==> src/sv/thq_pkg.sv <==
// shared types, constants and pipeline control for the terrain height query block
package thq_pkg;

  // command and register codes
  localparam logic CMD_LOAD  = 1'b0;
  localparam logic CMD_QUERY = 1'b1;

  localparam int CFG_IDX_W = 1;
  localparam logic [CFG_IDX_W-1:0] REG_ORIGIN_X = 1'd0;
  localparam logic [CFG_IDX_W-1:0] REG_ORIGIN_Z = 1'd1;

  // grid and scaling
  localparam int GRID_POINTS     = 256;
  localparam int TILE_SIZE       = 800;
  localparam int HEIGHT_SCALE    = 40;
  localparam int PIXEL_RANGE     = 256;
  localparam int COORD_FRAC_BITS = 8;

  localparam int COORD_W  = 32;
  localparam int DIFF_W   = COORD_W + 1;
  localparam int IDX_W    = 8;
  localparam int SMP_W    = 8;
  localparam int HEIGHT_W = 15;

  // one cell spans DEN/(GRID_POINTS-1) in offset units
  localparam int DEN      = TILE_SIZE << COORD_FRAC_BITS;
  localparam int CELL_MUL = GRID_POINTS - 1;
  localparam int OFS_W    = $clog2(DEN);
  localparam int NUM_W    = 26;

  // DEN = 2^13 * 25: shift, then multiply by the reciprocal of 25
  localparam int CELL_PRE_SHIFT   = 13;
  localparam int CELL_RECIP       = 41944;
  localparam int CELL_RECIP_SHIFT = 20;
  localparam int CELL_RECIP_W     = 16;
  localparam int CELL_PROD_W      = NUM_W - CELL_PRE_SHIFT + CELL_RECIP_W;

  // height = round(d / HEIGHT_DIV), d = hnum - PIXEL_RANGE/2 * DEN
  localparam int HALF_RANGE_DEN = (PIXEL_RANGE / 2) * DEN;
  localparam int HEIGHT_DIV     = (PIXEL_RANGE * DEN) / (2 * HEIGHT_SCALE * 256);
  localparam int ROUND_BIAS     = HEIGHT_DIV / 2;
  localparam int D_W            = 26;
  localparam int WPROD_W        = 30;

  // HEIGHT_DIV = 2^9 * 5
  localparam int HDIV_PRE_SHIFT   = 9;
  localparam int HDIV_RECIP       = 52429;
  localparam int HDIV_RECIP_SHIFT = 18;
  localparam int HDIV_RECIP_W     = 16;
  localparam int HDIV_M_W         = D_W - HDIV_PRE_SHIFT;
  localparam int HDIV_PROD_W      = HDIV_M_W + HDIV_RECIP_W;
  localparam int Q_W              = 14;

  // sample store: four banks by row and column parity
  localparam int BANK_ADDR_W = 2 * (IDX_W - 1);
  localparam int BANK_DEPTH  = 1 << BANK_ADDR_W;
  localparam int NUM_BANKS   = 4;

  localparam int NUM_STAGES = 9;
  localparam int MEM_STAGE  = 4;

  typedef struct packed {
    logic [IDX_W-1:0] row;
    logic [IDX_W-1:0] col;
    logic [SMP_W-1:0] red;
  } sample_t;

  typedef struct packed {
    logic                is_query;
    logic                in_tile;
    sample_t             smp;
    logic [IDX_W-1:0]    gx;
    logic [IDX_W-1:0]    gz;
    logic [OFS_W-1:0]    rx;
    logic [OFS_W-1:0]    rz;
  } loc_t;

  typedef struct packed {
    logic [SMP_W-1:0] h00;
    logic [SMP_W-1:0] h10;
    logic [SMP_W-1:0] h01;
    logic [SMP_W-1:0] h11;
  } corners_t;

  typedef struct packed {
    logic [NUM_STAGES:1] load;
    logic                mem_wr;
  } pipe_ctrl_t;

endpackage

==> src/sv/thq_interp.sv <==
// triangle pick, barycentric weighting and rounded height scaling
module thq_interp import thq_pkg::*; (
  input  logic                       clk,
  input  pipe_ctrl_t                 ctrl,
  input  loc_t                       loc,
  input  corners_t                   corners,
  output logic signed [HEIGHT_W-1:0] height,
  output logic                       in_tile
);

  logic [OFS_W-1:0]          rx4, rz4, rx5, rz5;
  logic                      in4, in5, in6, in7, in8;
  logic                      lower;
  logic signed [SMP_W+1:0]   a5;
  logic signed [SMP_W:0]     b5, c5;
  logic signed [WPROD_W-1:0] ta6, tb6, tc6;
  logic signed [D_W-1:0]     d7;
  logic [D_W-2:0]            mag;
  logic [D_W-1:0]            biased;
  logic                      neg8;
  logic [HDIV_PROD_W-1:0]    p8;
  logic [Q_W-1:0]            q;

  assign lower = ({1'b0, rx4} + {1'b0, rz4}) <= (OFS_W+1)'(DEN);

  assign mag    = d7[D_W-1] ? (D_W-1)'(-d7) : (D_W-1)'(d7);
  assign biased = D_W'(mag) + D_W'(ROUND_BIAS);
  assign q      = p8[HDIV_RECIP_SHIFT +: Q_W];

  always_ff @(posedge clk) begin
    if (ctrl.load[4]) begin
      rx4 <= loc.rx;
      rz4 <= loc.rz;
      in4 <= loc.in_tile;
    end
    if (ctrl.load[5]) begin
      rx5 <= rx4;
      rz5 <= rz4;
      in5 <= in4;
      if (lower) begin
        a5 <= $signed((SMP_W+2)'(corners.h00));
        b5 <= $signed((SMP_W+1)'(corners.h10) - (SMP_W+1)'(corners.h00));
        c5 <= $signed((SMP_W+1)'(corners.h01) - (SMP_W+1)'(corners.h00));
      end else begin
        a5 <= $signed((SMP_W+2)'(corners.h10) + (SMP_W+2)'(corners.h01)
                      - (SMP_W+2)'(corners.h11));
        b5 <= $signed((SMP_W+1)'(corners.h11) - (SMP_W+1)'(corners.h01));
        c5 <= $signed((SMP_W+1)'(corners.h11) - (SMP_W+1)'(corners.h10));
      end
    end
    if (ctrl.load[6]) begin
      in6 <= in5;
      ta6 <= WPROD_W'(a5) * $signed(WPROD_W'(DEN));
      tb6 <= WPROD_W'(b5) * $signed(WPROD_W'(rx5));
      tc6 <= WPROD_W'(c5) * $signed(WPROD_W'(rz5));
    end
    if (ctrl.load[7]) begin
      in7 <= in6;
      d7  <= D_W'(ta6 + tb6 + tc6 - $signed(WPROD_W'(HALF_RANGE_DEN)));
    end
    if (ctrl.load[8]) begin
      in8  <= in7;
      neg8 <= d7[D_W-1];
      p8   <= HDIV_PROD_W'(biased[D_W-1:HDIV_PRE_SHIFT]) * HDIV_PROD_W'(HDIV_RECIP);
    end
    if (ctrl.load[9]) begin
      in_tile <= in8;
      if (!in8) begin
        height <= '0;
      end else if (neg8) begin
        height <= -$signed(HEIGHT_W'(q));
      end else begin
        height <= $signed(HEIGHT_W'(q));
      end
    end
  end

endmodule

==> config.mk <==
export PLATFORM = sky130hd
export DESIGN_NAME = thq_interp
export DESIGN_NICKNAME = d
export VERILOG_FILES = /design/src/sv/thq_pkg.sv /design/src/sv/thq_interp.sv
export SDC_FILE = /design/constraint.sdc
export NUM_CORES = 2
export LEC_CHECK = 0
export BUFFER_PORTS_ARGS = -buffer_cell sky130_fd_sc_hd__buf_4
export CAP_MARGIN = 20
export CORE_ASPECT_RATIO = 0.75
export CORE_MARGIN = 8
export CORE_UTILIZATION = 45
export DETAILED_ROUTE_END_ITERATION = 10
export PLACE_DENSITY = 0.68
export SYNTH_ARGS = -nofsm -noshare
export SYNTH_HDL_FRONTEND = slang
export SYNTH_SLANG_ARGS = --single-unit
==> constraint.sdc <==
create_clock -name clk -period 19.6 [get_ports clk]
set_input_delay 0.98 -clock clk [delete_from_list [all_inputs] [get_ports clk]]
set_output_delay 0.98 -clock clk [all_outputs]
set_load 0.02 [all_outputs]
==> qor.yml <==
status: "finished clean"
antenna_left: 0
routedWlPerCell_um: 16.07
fin_nets: 3610
drt-total-wl_um: 57230
layout_common_cells: "inv_1, ha_1, fa_1"
rsz0062_at_grt: "no"
cts_root_buf: "clkbuf_16"
clk-insertion-delay-late_ns: 0.58
grt_usage: 0.1618
syn_nets: 3551
drive_above_1_share: 0.06034
synthesis.area_mm2: 0.02803
antenna_found_initial: 1
grt_overflow: 0
rows: 79
clock-sinks: 227
hold_class: "flop to flop"
worst_setup_path_start_kind: "flop"
slew_headroom: 0.3105
post-route-min-period_ns: 9.596
grt_max_degree: 67
vias_per_cell: 5.166
core_mm2: 0.06178
r2r_start: "d7[2]"
cp_slowest_cell: "nor4_1"
synth_cell_types: 80
setup.worst_path.class: "flop to flop"
worstMarginPinSlew_ns: 1.028
grt_pass1_vias: 19482
synthArstFlopShare: 0
drtIter0Drc: 1024
post-cts-setup-buffers: 0
maxCapViolations: 0
crit_path_end_kind: "flop"
yosys_warnings: 0
critPathLaunch: "d7[2]"
dp_hpwl_um: 48260
syn_inst: 2672
finalHoldViolCount: 0
min_period_over_period: 0.4896
route.vias.total: 18396
cp_max_fo: 5
synth_edf_count: 227
required_ns: 19.90
max_stage_delay_ns: 0.66
critPathArrivalTime_ns: 9.90
ys_seq_elements: 227
finalMaxSlewViolations: 0
routabilityCongestion: 0.8795
first_pass_iters: 5
post_cts_resized: 0
clk_pin_slew_ns: 0.07
clockBufferDepth: 3
grt_pass1_wl_um: 95890
port_buffers: 91
reg2reg_setup_slack_ns: 10.00
initial_core_util: 0.4537
tritoncts: "yes"
ys_seq_area_frac: 0.2432
drc: 0
postCtsHoldBufs: 0
die_h_um: 232.1
area_delta_synth_final_pct: 8.460
fin_skew_ns: 0.03872
fillers: 5566
finalSetupViolCount: 0
syn-mean-instance-area_um2: 10.49
io_pins: 137
die_area_mm2: 0.07061
hp-start: "in6"
mostFrequentLayoutCell: "inv_1"
fp.dieW_um: 304.2
fmax_mhz: 104.2
n_antenna_cell: 0
cts-buffers-inserted: 26
timing.setup.tns_ns: 0
cts_max_level: 1
ys_dominant_reg_cell: "edfxtp_1"
state kept, by name, indices dropped and copies added, names as in the netlist, 9 cells and up:
signal	count
d7	26
tb6	26
tc6	26
rx4	18
rx5	18
rz4	18
rz5	18
height	15
p8	14
ta6	13
a5	10
b5	9
c5	9
cell type report:
class | instances | area (um2) | share of cell area
Tap cell | 810 | 1013 | 0.03334
Multi-Input combinational cell | 1890 | 19090 | 0.6281
Inverter | 488 | 1832 | 0.06026
Sequential cell | 227 | 6817 | 0.2242
Clock buffer | 27 | 654.4 | 0.02153
Timing Repair Buffer | 98 | 735.7 | 0.02420
Clock inverter | 21 | 252.7 | 0.008314
path summary, 6_finish.rpt:
| check | cells after the start | endpoint |
|---|---|---|
| worst max register to register | 36 | p8[31] |
| worst max-delay path | 36 | p8[31] |
| worst min register to register | 0 | in7 |
| worst min-delay path | 0 | in7 |
cell families after synthesis:
| kind of cell | Yosys count | synth area share |
|---|---|---|
| AND/OR/NAND/NOR | 624 | 0.1141 |
| buffers and inverters | 555 | 0.07580 |
| multiplexers | 30 | 0.01085 |
| flip-flops | 227 | 0.2432 |
| XOR/XNOR | 171 | 0.05370 |
| AO/OA/AOI/OAI | 307 | 0.07160 |
| adder cells (fa/ha/maj) | 758 | 0.4308 |
worst max-delay path, delay by kind of cell (launching register included):
family	cells	cell delay [ns]
adder cells (fa/ha/maj)	8	3.38
AO/OA/AOI/OAI	14	2.91
AND/OR/NAND/NOR	7	1.70
XOR/XNOR	3	0.80
flip-flops	1	0.36
buffers and inverters	4	0.20
per-layer routing:
layer,wire length [um],up-vias,GRT usage
li1,-,8854,-
met1,27030,9048,0.2248
met2,26000,425,0.2647
met3,2848,69,0.02633
met4,1352,0,0.03913
met5,0,-,0
metrics by stage:
step	instance area [um2]	worst slack, ns	hold slack [ns]	instances	utilization
3_3_place_gp	29490	10.15	0.4057	3513	0.4774
3_5_place_dp	29490	9.907	0.4102	3513	0.4774
5_1_grt	30400	9.264	0.4570	3561	0.4921
4_1_cts	30400	9.886	0.4593	3561	0.4921
6_report	30400	10.00	0.4580	3561	0.4921
2_1_floorplan	28030	11.00	0.4003	2672	-
cell usage after synthesis (all sizes together) (3+ instances only):
cell type | n | area (um2)
inv | 487 | 1828
ha | 413 | 5167
fa | 345 | 6907
edfxtp | 227 | 6817
nand2 | 218 | 818.3
and2 | 143 | 894.6
xnor2 | 121 | 1067
a21oi | 85 | 429.2
o21ai | 73 | 365.3
nor2 | 69 | 261.5
clkbuf | 58 | 217.7
nand2b | 52 | 332.8
xor2 | 50 | 437.9
a21o | 46 | 345.3
nand3 | 32 | 165.2
nor2b | 31 | 193.9
mux2i | 27 | 270.3
nor3 | 20 | 111.4
or3 | 16 | 105.1
o21a | 15 | 112.6
o21bai | 15 | 112.6
and3 | 11 | 68.82
a31oi | 9 | 56.30
buf | 9 | 75.07
o31ai | 9 | 72.57
nand4 | 8 | 50.05
nor4 | 7 | 58.81
o211ai | 7 | 57.55
a211oi | 6 | 55.05
a211o | 5 | 43.79
o2111ai | 5 | 43.79
o41ai | 4 | 35.03
a22oi | 3 | 27.52
mux2 | 3 | 33.78
nor4b | 3 | 26.28
o211a | 3 | 30.03
or4 | 3 | 22.52
Power is left out: the tool's default activity adds up to more than one toggle a clock period on the data nets, which glitch-free logic cannot reach.
