--- src/sv/thq_pkg.sv ---
// shared types, constants and pipeline control for the terrain height query block
package thq_pkg;

  // command and register codes
  localparam logic CMD_LOAD  = 1'b0;
  localparam logic CMD_QUERY = 1'b1;

  localparam int CFG_IDX_W = 1;
  localparam logic [CFG_IDX_W-1:0] REG_ORIGIN_X = 1'd0;
  localparam logic [CFG_IDX_W-1:0] REG_ORIGIN_Z = 1'd1;

  // grid and scaling
  localparam int GRID_POINTS     = 256;
  localparam int TILE_SIZE       = 800;
  localparam int HEIGHT_SCALE    = 40;
  localparam int PIXEL_RANGE     = 256;
  localparam int COORD_FRAC_BITS = 8;

  localparam int COORD_W  = 32;
  localparam int DIFF_W   = COORD_W + 1;
  localparam int IDX_W    = 8;
  localparam int SMP_W    = 8;
  localparam int HEIGHT_W = 15;

  // one cell spans DEN/(GRID_POINTS-1) in offset units
  localparam int DEN      = TILE_SIZE << COORD_FRAC_BITS;
  localparam int CELL_MUL = GRID_POINTS - 1;
  localparam int OFS_W    = $clog2(DEN);
  localparam int NUM_W    = 26;

  // DEN = 2^13 * 25: shift, then multiply by the reciprocal of 25
  localparam int CELL_PRE_SHIFT   = 13;
  localparam int CELL_RECIP       = 41944;
  localparam int CELL_RECIP_SHIFT = 20;
  localparam int CELL_RECIP_W     = 16;
  localparam int CELL_PROD_W      = NUM_W - CELL_PRE_SHIFT + CELL_RECIP_W;

  // height = round(d / HEIGHT_DIV), d = hnum - PIXEL_RANGE/2 * DEN
  localparam int HALF_RANGE_DEN = (PIXEL_RANGE / 2) * DEN;
  localparam int HEIGHT_DIV     = (PIXEL_RANGE * DEN) / (2 * HEIGHT_SCALE * 256);
  localparam int ROUND_BIAS     = HEIGHT_DIV / 2;
  localparam int D_W            = 26;
  localparam int WPROD_W        = 30;

  // HEIGHT_DIV = 2^9 * 5
  localparam int HDIV_PRE_SHIFT   = 9;
  localparam int HDIV_RECIP       = 52429;
  localparam int HDIV_RECIP_SHIFT = 18;
  localparam int HDIV_RECIP_W     = 16;
  localparam int HDIV_M_W         = D_W - HDIV_PRE_SHIFT;
  localparam int HDIV_PROD_W      = HDIV_M_W + HDIV_RECIP_W;
  localparam int Q_W              = 14;

  // sample store: four banks by row and column parity
  localparam int BANK_ADDR_W = 2 * (IDX_W - 1);
  localparam int BANK_DEPTH  = 1 << BANK_ADDR_W;
  localparam int NUM_BANKS   = 4;

  localparam int NUM_STAGES = 9;
  localparam int MEM_STAGE  = 4;

  typedef struct packed {
    logic [IDX_W-1:0] row;
    logic [IDX_W-1:0] col;
    logic [SMP_W-1:0] red;
  } sample_t;

  typedef struct packed {
    logic                is_query;
    logic                in_tile;
    sample_t             smp;
    logic [IDX_W-1:0]    gx;
    logic [IDX_W-1:0]    gz;
    logic [OFS_W-1:0]    rx;
    logic [OFS_W-1:0]    rz;
  } loc_t;

  typedef struct packed {
    logic [SMP_W-1:0] h00;
    logic [SMP_W-1:0] h10;
    logic [SMP_W-1:0] h01;
    logic [SMP_W-1:0] h11;
  } corners_t;

  typedef struct packed {
    logic [NUM_STAGES:1] load;
    logic                mem_wr;
  } pipe_ctrl_t;

endpackage

--- src/sv/thq_locate.sv ---
// origin subtract, tile check and cell/fraction split by reciprocal multiply
module thq_locate import thq_pkg::*; (
  input  logic                      clk,
  input  pipe_ctrl_t                ctrl,
  input  logic                      cmd,
  input  logic [IDX_W-1:0]          sample_col,
  input  logic [IDX_W-1:0]          sample_row,
  input  logic [SMP_W-1:0]          red,
  input  logic signed [COORD_W-1:0] query_x,
  input  logic signed [COORD_W-1:0] query_z,
  input  logic signed [COORD_W-1:0] origin_x,
  input  logic signed [COORD_W-1:0] origin_z,
  output loc_t                      loc
);

  logic                    is_q1, is_q2, is_q3;
  sample_t                 smp1, smp2, smp3;
  logic [DIFF_W-1:0]       tx1, tz1;
  logic                    in2, in3;
  logic [NUM_W-1:0]        nx2, nz2, nx3, nz3;
  logic [CELL_PROD_W-1:0]  px3, pz3;
  logic [IDX_W-1:0]        gx, gz;

  always_ff @(posedge clk) begin
    if (ctrl.load[1]) begin
      is_q1 <= (cmd == CMD_QUERY);
      smp1  <= '{row: sample_row, col: sample_col, red: red};
      tx1   <= {query_x[COORD_W-1], query_x} - {origin_x[COORD_W-1], origin_x};
      tz1   <= {query_z[COORD_W-1], query_z} - {origin_z[COORD_W-1], origin_z};
    end
    if (ctrl.load[2]) begin
      is_q2 <= is_q1;
      smp2  <= smp1;
      // inside iff 0 <= t < DEN on both axes
      in2   <= !tx1[DIFF_W-1] && !tz1[DIFF_W-1] &&
               (tx1[DIFF_W-2:0] < (DIFF_W-1)'(DEN)) &&
               (tz1[DIFF_W-2:0] < (DIFF_W-1)'(DEN));
      nx2   <= NUM_W'(tx1[OFS_W-1:0]) * NUM_W'(CELL_MUL);
      nz2   <= NUM_W'(tz1[OFS_W-1:0]) * NUM_W'(CELL_MUL);
    end
    if (ctrl.load[3]) begin
      is_q3 <= is_q2;
      smp3  <= smp2;
      in3   <= in2;
      nx3   <= nx2;
      nz3   <= nz2;
      px3   <= CELL_PROD_W'(nx2[NUM_W-1:CELL_PRE_SHIFT]) * CELL_PROD_W'(CELL_RECIP);
      pz3   <= CELL_PROD_W'(nz2[NUM_W-1:CELL_PRE_SHIFT]) * CELL_PROD_W'(CELL_RECIP);
    end
  end

  assign gx = px3[CELL_RECIP_SHIFT +: IDX_W];
  assign gz = pz3[CELL_RECIP_SHIFT +: IDX_W];

  always_comb begin
    loc.is_query = is_q3;
    loc.in_tile  = in3;
    loc.smp      = smp3;
    loc.gx       = gx;
    loc.gz       = gz;
    loc.rx       = OFS_W'(nx3 - NUM_W'(gx) * NUM_W'(DEN));
    loc.rz       = OFS_W'(nz3 - NUM_W'(gz) * NUM_W'(DEN));
  end

endmodule

--- config.mk ---
export PLATFORM = sky130hd
export DESIGN_NAME = thq_locate
export DESIGN_NICKNAME = d
export VERILOG_FILES = /design/src/sv/thq_pkg.sv /design/src/sv/thq_locate.sv
export SDC_FILE = /design/constraint.sdc
export NUM_CORES = 1
export LEC_CHECK = 0
export ABC_CLOCK_PERIOD_IN_PS = 6100
export BUFFER_PORTS_ARGS = -buffer_cell sky130_fd_sc_hd__buf_2
export CAP_MARGIN = 20
export CORE_UTILIZATION = 45
export CTS_BUF_LIST = sky130_fd_sc_hd__clkbuf_2 sky130_fd_sc_hd__clkbuf_4 sky130_fd_sc_hd__clkbuf_8
export CTS_CLUSTER_DIAMETER = 200
export DETAILED_ROUTE_END_ITERATION = 12
export PLACE_DENSITY = 0.62
export SYNTH_ARGS = -nofsm -noshare
export SYNTH_HDL_FRONTEND = slang
export SYNTH_SLANG_ARGS = --single-unit
export TNS_END_PERCENT = 20
--- constraint.sdc ---
create_clock -name clk -period 6.1 [get_ports clk]
set_clock_uncertainty 0.1 [all_clocks]
set_input_delay 1.83 -clock clk [delete_from_list [all_inputs] [get_ports clk]]
set_output_delay 1.83 -clock clk [all_outputs]
set_load 0.03 [all_outputs]
==> impl_results.md <==
* Outcome: completed
* Skew-Pair Late Insertion Delay at ~0.62 ns
* Hold Slack at roughly 0.32 ns
* EDFF count, synth at 247
* Drt wl/cell at 15.1 um
* Share of layout cells above drive strength 1 at 0.129
* # DRC at 0
* Post-detailed-routing wire length at 49,400 um
* Crit path DAT at a little under 6 ns
* CTS buffer count at 44
* Post-Syn Area per Cell at between 10 and 15 sq um
* Maxcap violations at 0
* Hold Buf Count CTS at 0
* Pin slew with the least headroom to its limit at 0.825 ns
* Crit Path Max Fanout at 6
* Number of distinct library cells after synthesis at 74
* IO Port Bufs at 234
* Initial core utilization at 0.458
* Tmin final at 5.53 ns
* Asr flop ratio synth at 0
* Synthesis-stage register bit count at 247
* CTS tree: built
* Synth Net Count at slightly above 3,000
* TritonCTS Sinks at 247
* DP Worst Slack at ~0.57 ns
* Antenna violations before repair at 1
* Slew HR at 0.450
* Setup violations, final at 0
* Die Wd at 237 um
* Post-Syn Area at roughly 25,000 sq um
* Post-Syn Instances at between 2,000 and 2,500
* Vias in the first global route at 16,690
* Drt via density at between 4 and 5
* Dpl cell area at 26,700 sq um
* Setup TNS at 0 ns
* Crit path kind: reg2reg
* Total track usage at 0.180
* 1st-iter DRT viols at between 600 and 700
* F_max at 181 MHz
* Worst hold path class: reg2reg
* Startpoint Class: flop
* Fillers at just under 5,000
* Maximum number of pins on one net before global-route repair at 62
* H-tree levels at 2
* Top_reg_cell synth: edfxtp_1
* Final-report hold violation count at 0
* Nets at ~3,300
* Congestion Overflow GR at 0
* Setup bufs post-CTS at 0
* Seq/Total Area, Yosys at 0.298
* Root Driver: clkbuf_8
* Vias at 16,170
* Post-route antenna net violation count at 0
* Fin area at roughly 28,000 sq um
* Area grow syn2layout at 10.8%
* Placer Congestion at 0.850
* Synth warn at 0
* CTS max path bufs at 3
* CP required at 6.35 ns
* Core area at 54,200 sq um
* Final number of max-transition violations at 0
* Rows at 85
* First-pass GRT wire length at between 80,000 and 90,000 um
* Cts repair resizes at 0
* DR pass1 iterations at 5
* I/O Pins at 242
* CTS clk-pin slew, worst paths at 0.05 ns
* Worst setup margin at 0.571 ns
* Worst setup EP type: flop
* Die area at between 50,000 and 60,000 sq um
* DIE HEIGHT at 237 um
* Final period util at 0.906
* RSZ-0062 raised after global routing: false
* Hpwl dp at around 42,000 um
## metrics by stage
stage	util	cells
floorplan	-	2297
global placement	0.491	3187
detailed placement	0.491	3187
CTS	0.508	3262
global route	0.508	3263
finish	0.508	3264
## metal layers
layer / global-route usage / vias to the layer above / share of wire
li1: - / 8040 / -
met1: 0.240 / 7789 / 0.47
met2: 0.309 / 279 / 0.48
met3: 0.0237 / 62 / 0.031
met4: 0.0439 / 0 / 0.019
met5: 0 / - / 0
## layout by cell type (no fill, tap or decap), drive strengths merged, types with 18 or more instances in the layout
| cell | synthesis | final |
|---|---|---|
| nand3 | 34 | 34 |
| buf | 31 | 239 |
| xor2 | 31 | 31 |
| fa | 274 | 274 |
| a21o | 73 | 73 |
| clkbuf | 14 | 51 |
| nand4 | 18 | 18 |
| nor3 | 18 | 18 |
| nor2 | 78 | 78 |
| nor2b | 18 | 18 |
| edfxtp | 247 | 247 |
| clkinv | 0 | 19 |
| inv | 592 | 593 |
| xnor2 | 96 | 96 |
| ha | 352 | 352 |
| a21oi | 102 | 102 |
| nand2 | 62 | 62 |
| o21ai | 57 | 57 |
## final timing paths
kind                      from                 to  slack (ns)  cells after the start
max          nz2[17]$_DFFE_PP_  pz3[27]$_DFFE_PP_        0.57                     18
min          nz2[12]$_DFFE_PP_  nz3[12]$_DFFE_PP_        0.32                      0
max reg2reg  nz2[17]$_DFFE_PP_  pz3[27]$_DFFE_PP_        0.57                     18
min reg2reg  nz2[12]$_DFFE_PP_  nz3[12]$_DFFE_PP_        0.32                      0
## cell usage after synthesis, drive strengths merged, types with 5 or more instances
master	instances	share of area
nor2b	18	0.0045
a31oi	14	0.0035
a21oi	102	0.021
fa	274	0.22
nand3	34	0.0068
nand2b	11	0.0028
inv	592	0.089
and2	9	0.0023
o21bai	14	0.0042
ha	352	0.18
nor4	9	0.0023
o21a	11	0.0033
o21ai	57	0.012
a2111oi	9	0.0032
clkbuf	14	0.0021
and4	7	0.0027
xor2	31	0.011
a211oi	16	0.0050
a21o	73	0.022
nor2	78	0.012
o211ai	8	0.0024
nor3	18	0.0036
o31ai	6	0.0018
nand2	62	0.0094
or3	8	0.0020
xnor2	96	0.034
a21boi	7	0.0021
and3	6	0.0016
buf	31	0.0093
nand4	18	0.0045
a221oi	5	0.0020
edfxtp	247	0.30
## critical path, cell delays in order, from the launching register on
cell	delay, ns
edfxtp_1	0.57
inv_1	0.18
fa_1	0.57
inv_1	0.04
ha_1	0.18
fa_1	0.48
inv_1	0.06
fa_1	0.48
fa_1	0.49
inv_1	0.04
ha_1	0.27
nand3_1	0.11
nor2_1	0.06
a2111oi_0	0.48
o21ai_0	0.36
nand4_1	0.25
nand2_1	0.10
a211oi_1	0.33
xnor2_1	0.10
## flip-flops by register name (all words and copies together), names as in the netlist, 8 cells and up
register and count:
nz2 26, nx2 26, nx3 18, smp2 24
tx1 33, px3 8, smp1 24, pz3 8
nz3 18, tz1 33, loc 24
## kinds of logic (layout without fill, tap and decap cells)
kind of cell               after synthesis  in the layout  share of synthesized area
buffers and inverters                  637            906                      0.101
xor gates and xnor gates               127            127                     0.0448
DFF                                    247            247                      0.298
and+or+nand+nor                        300            300                     0.0613
other                                    0              2                          0
muxes                                    1              1                   0.000403
AOI/OAI and AO/OA                      359            359                     0.0964
adders and majority gates              626            626                      0.398
## layout make-up
cell class	count	area (sq um)	share of cell area
multi-input cells	1413	14900	0.542
repair buffers	239	1220	0.0441
clock buffers	51	658	0.0239
inverters	592	2220	0.0807
flip-flops and latches	247	7420	0.269
clock inverters	24	225	0.00818
well taps	696	871	0.0316
diodes	2	5.00	0.000182
Power is left out: the tool's default activity adds up to more than one toggle a clock period on the data nets, which glitch-free logic cannot reach.
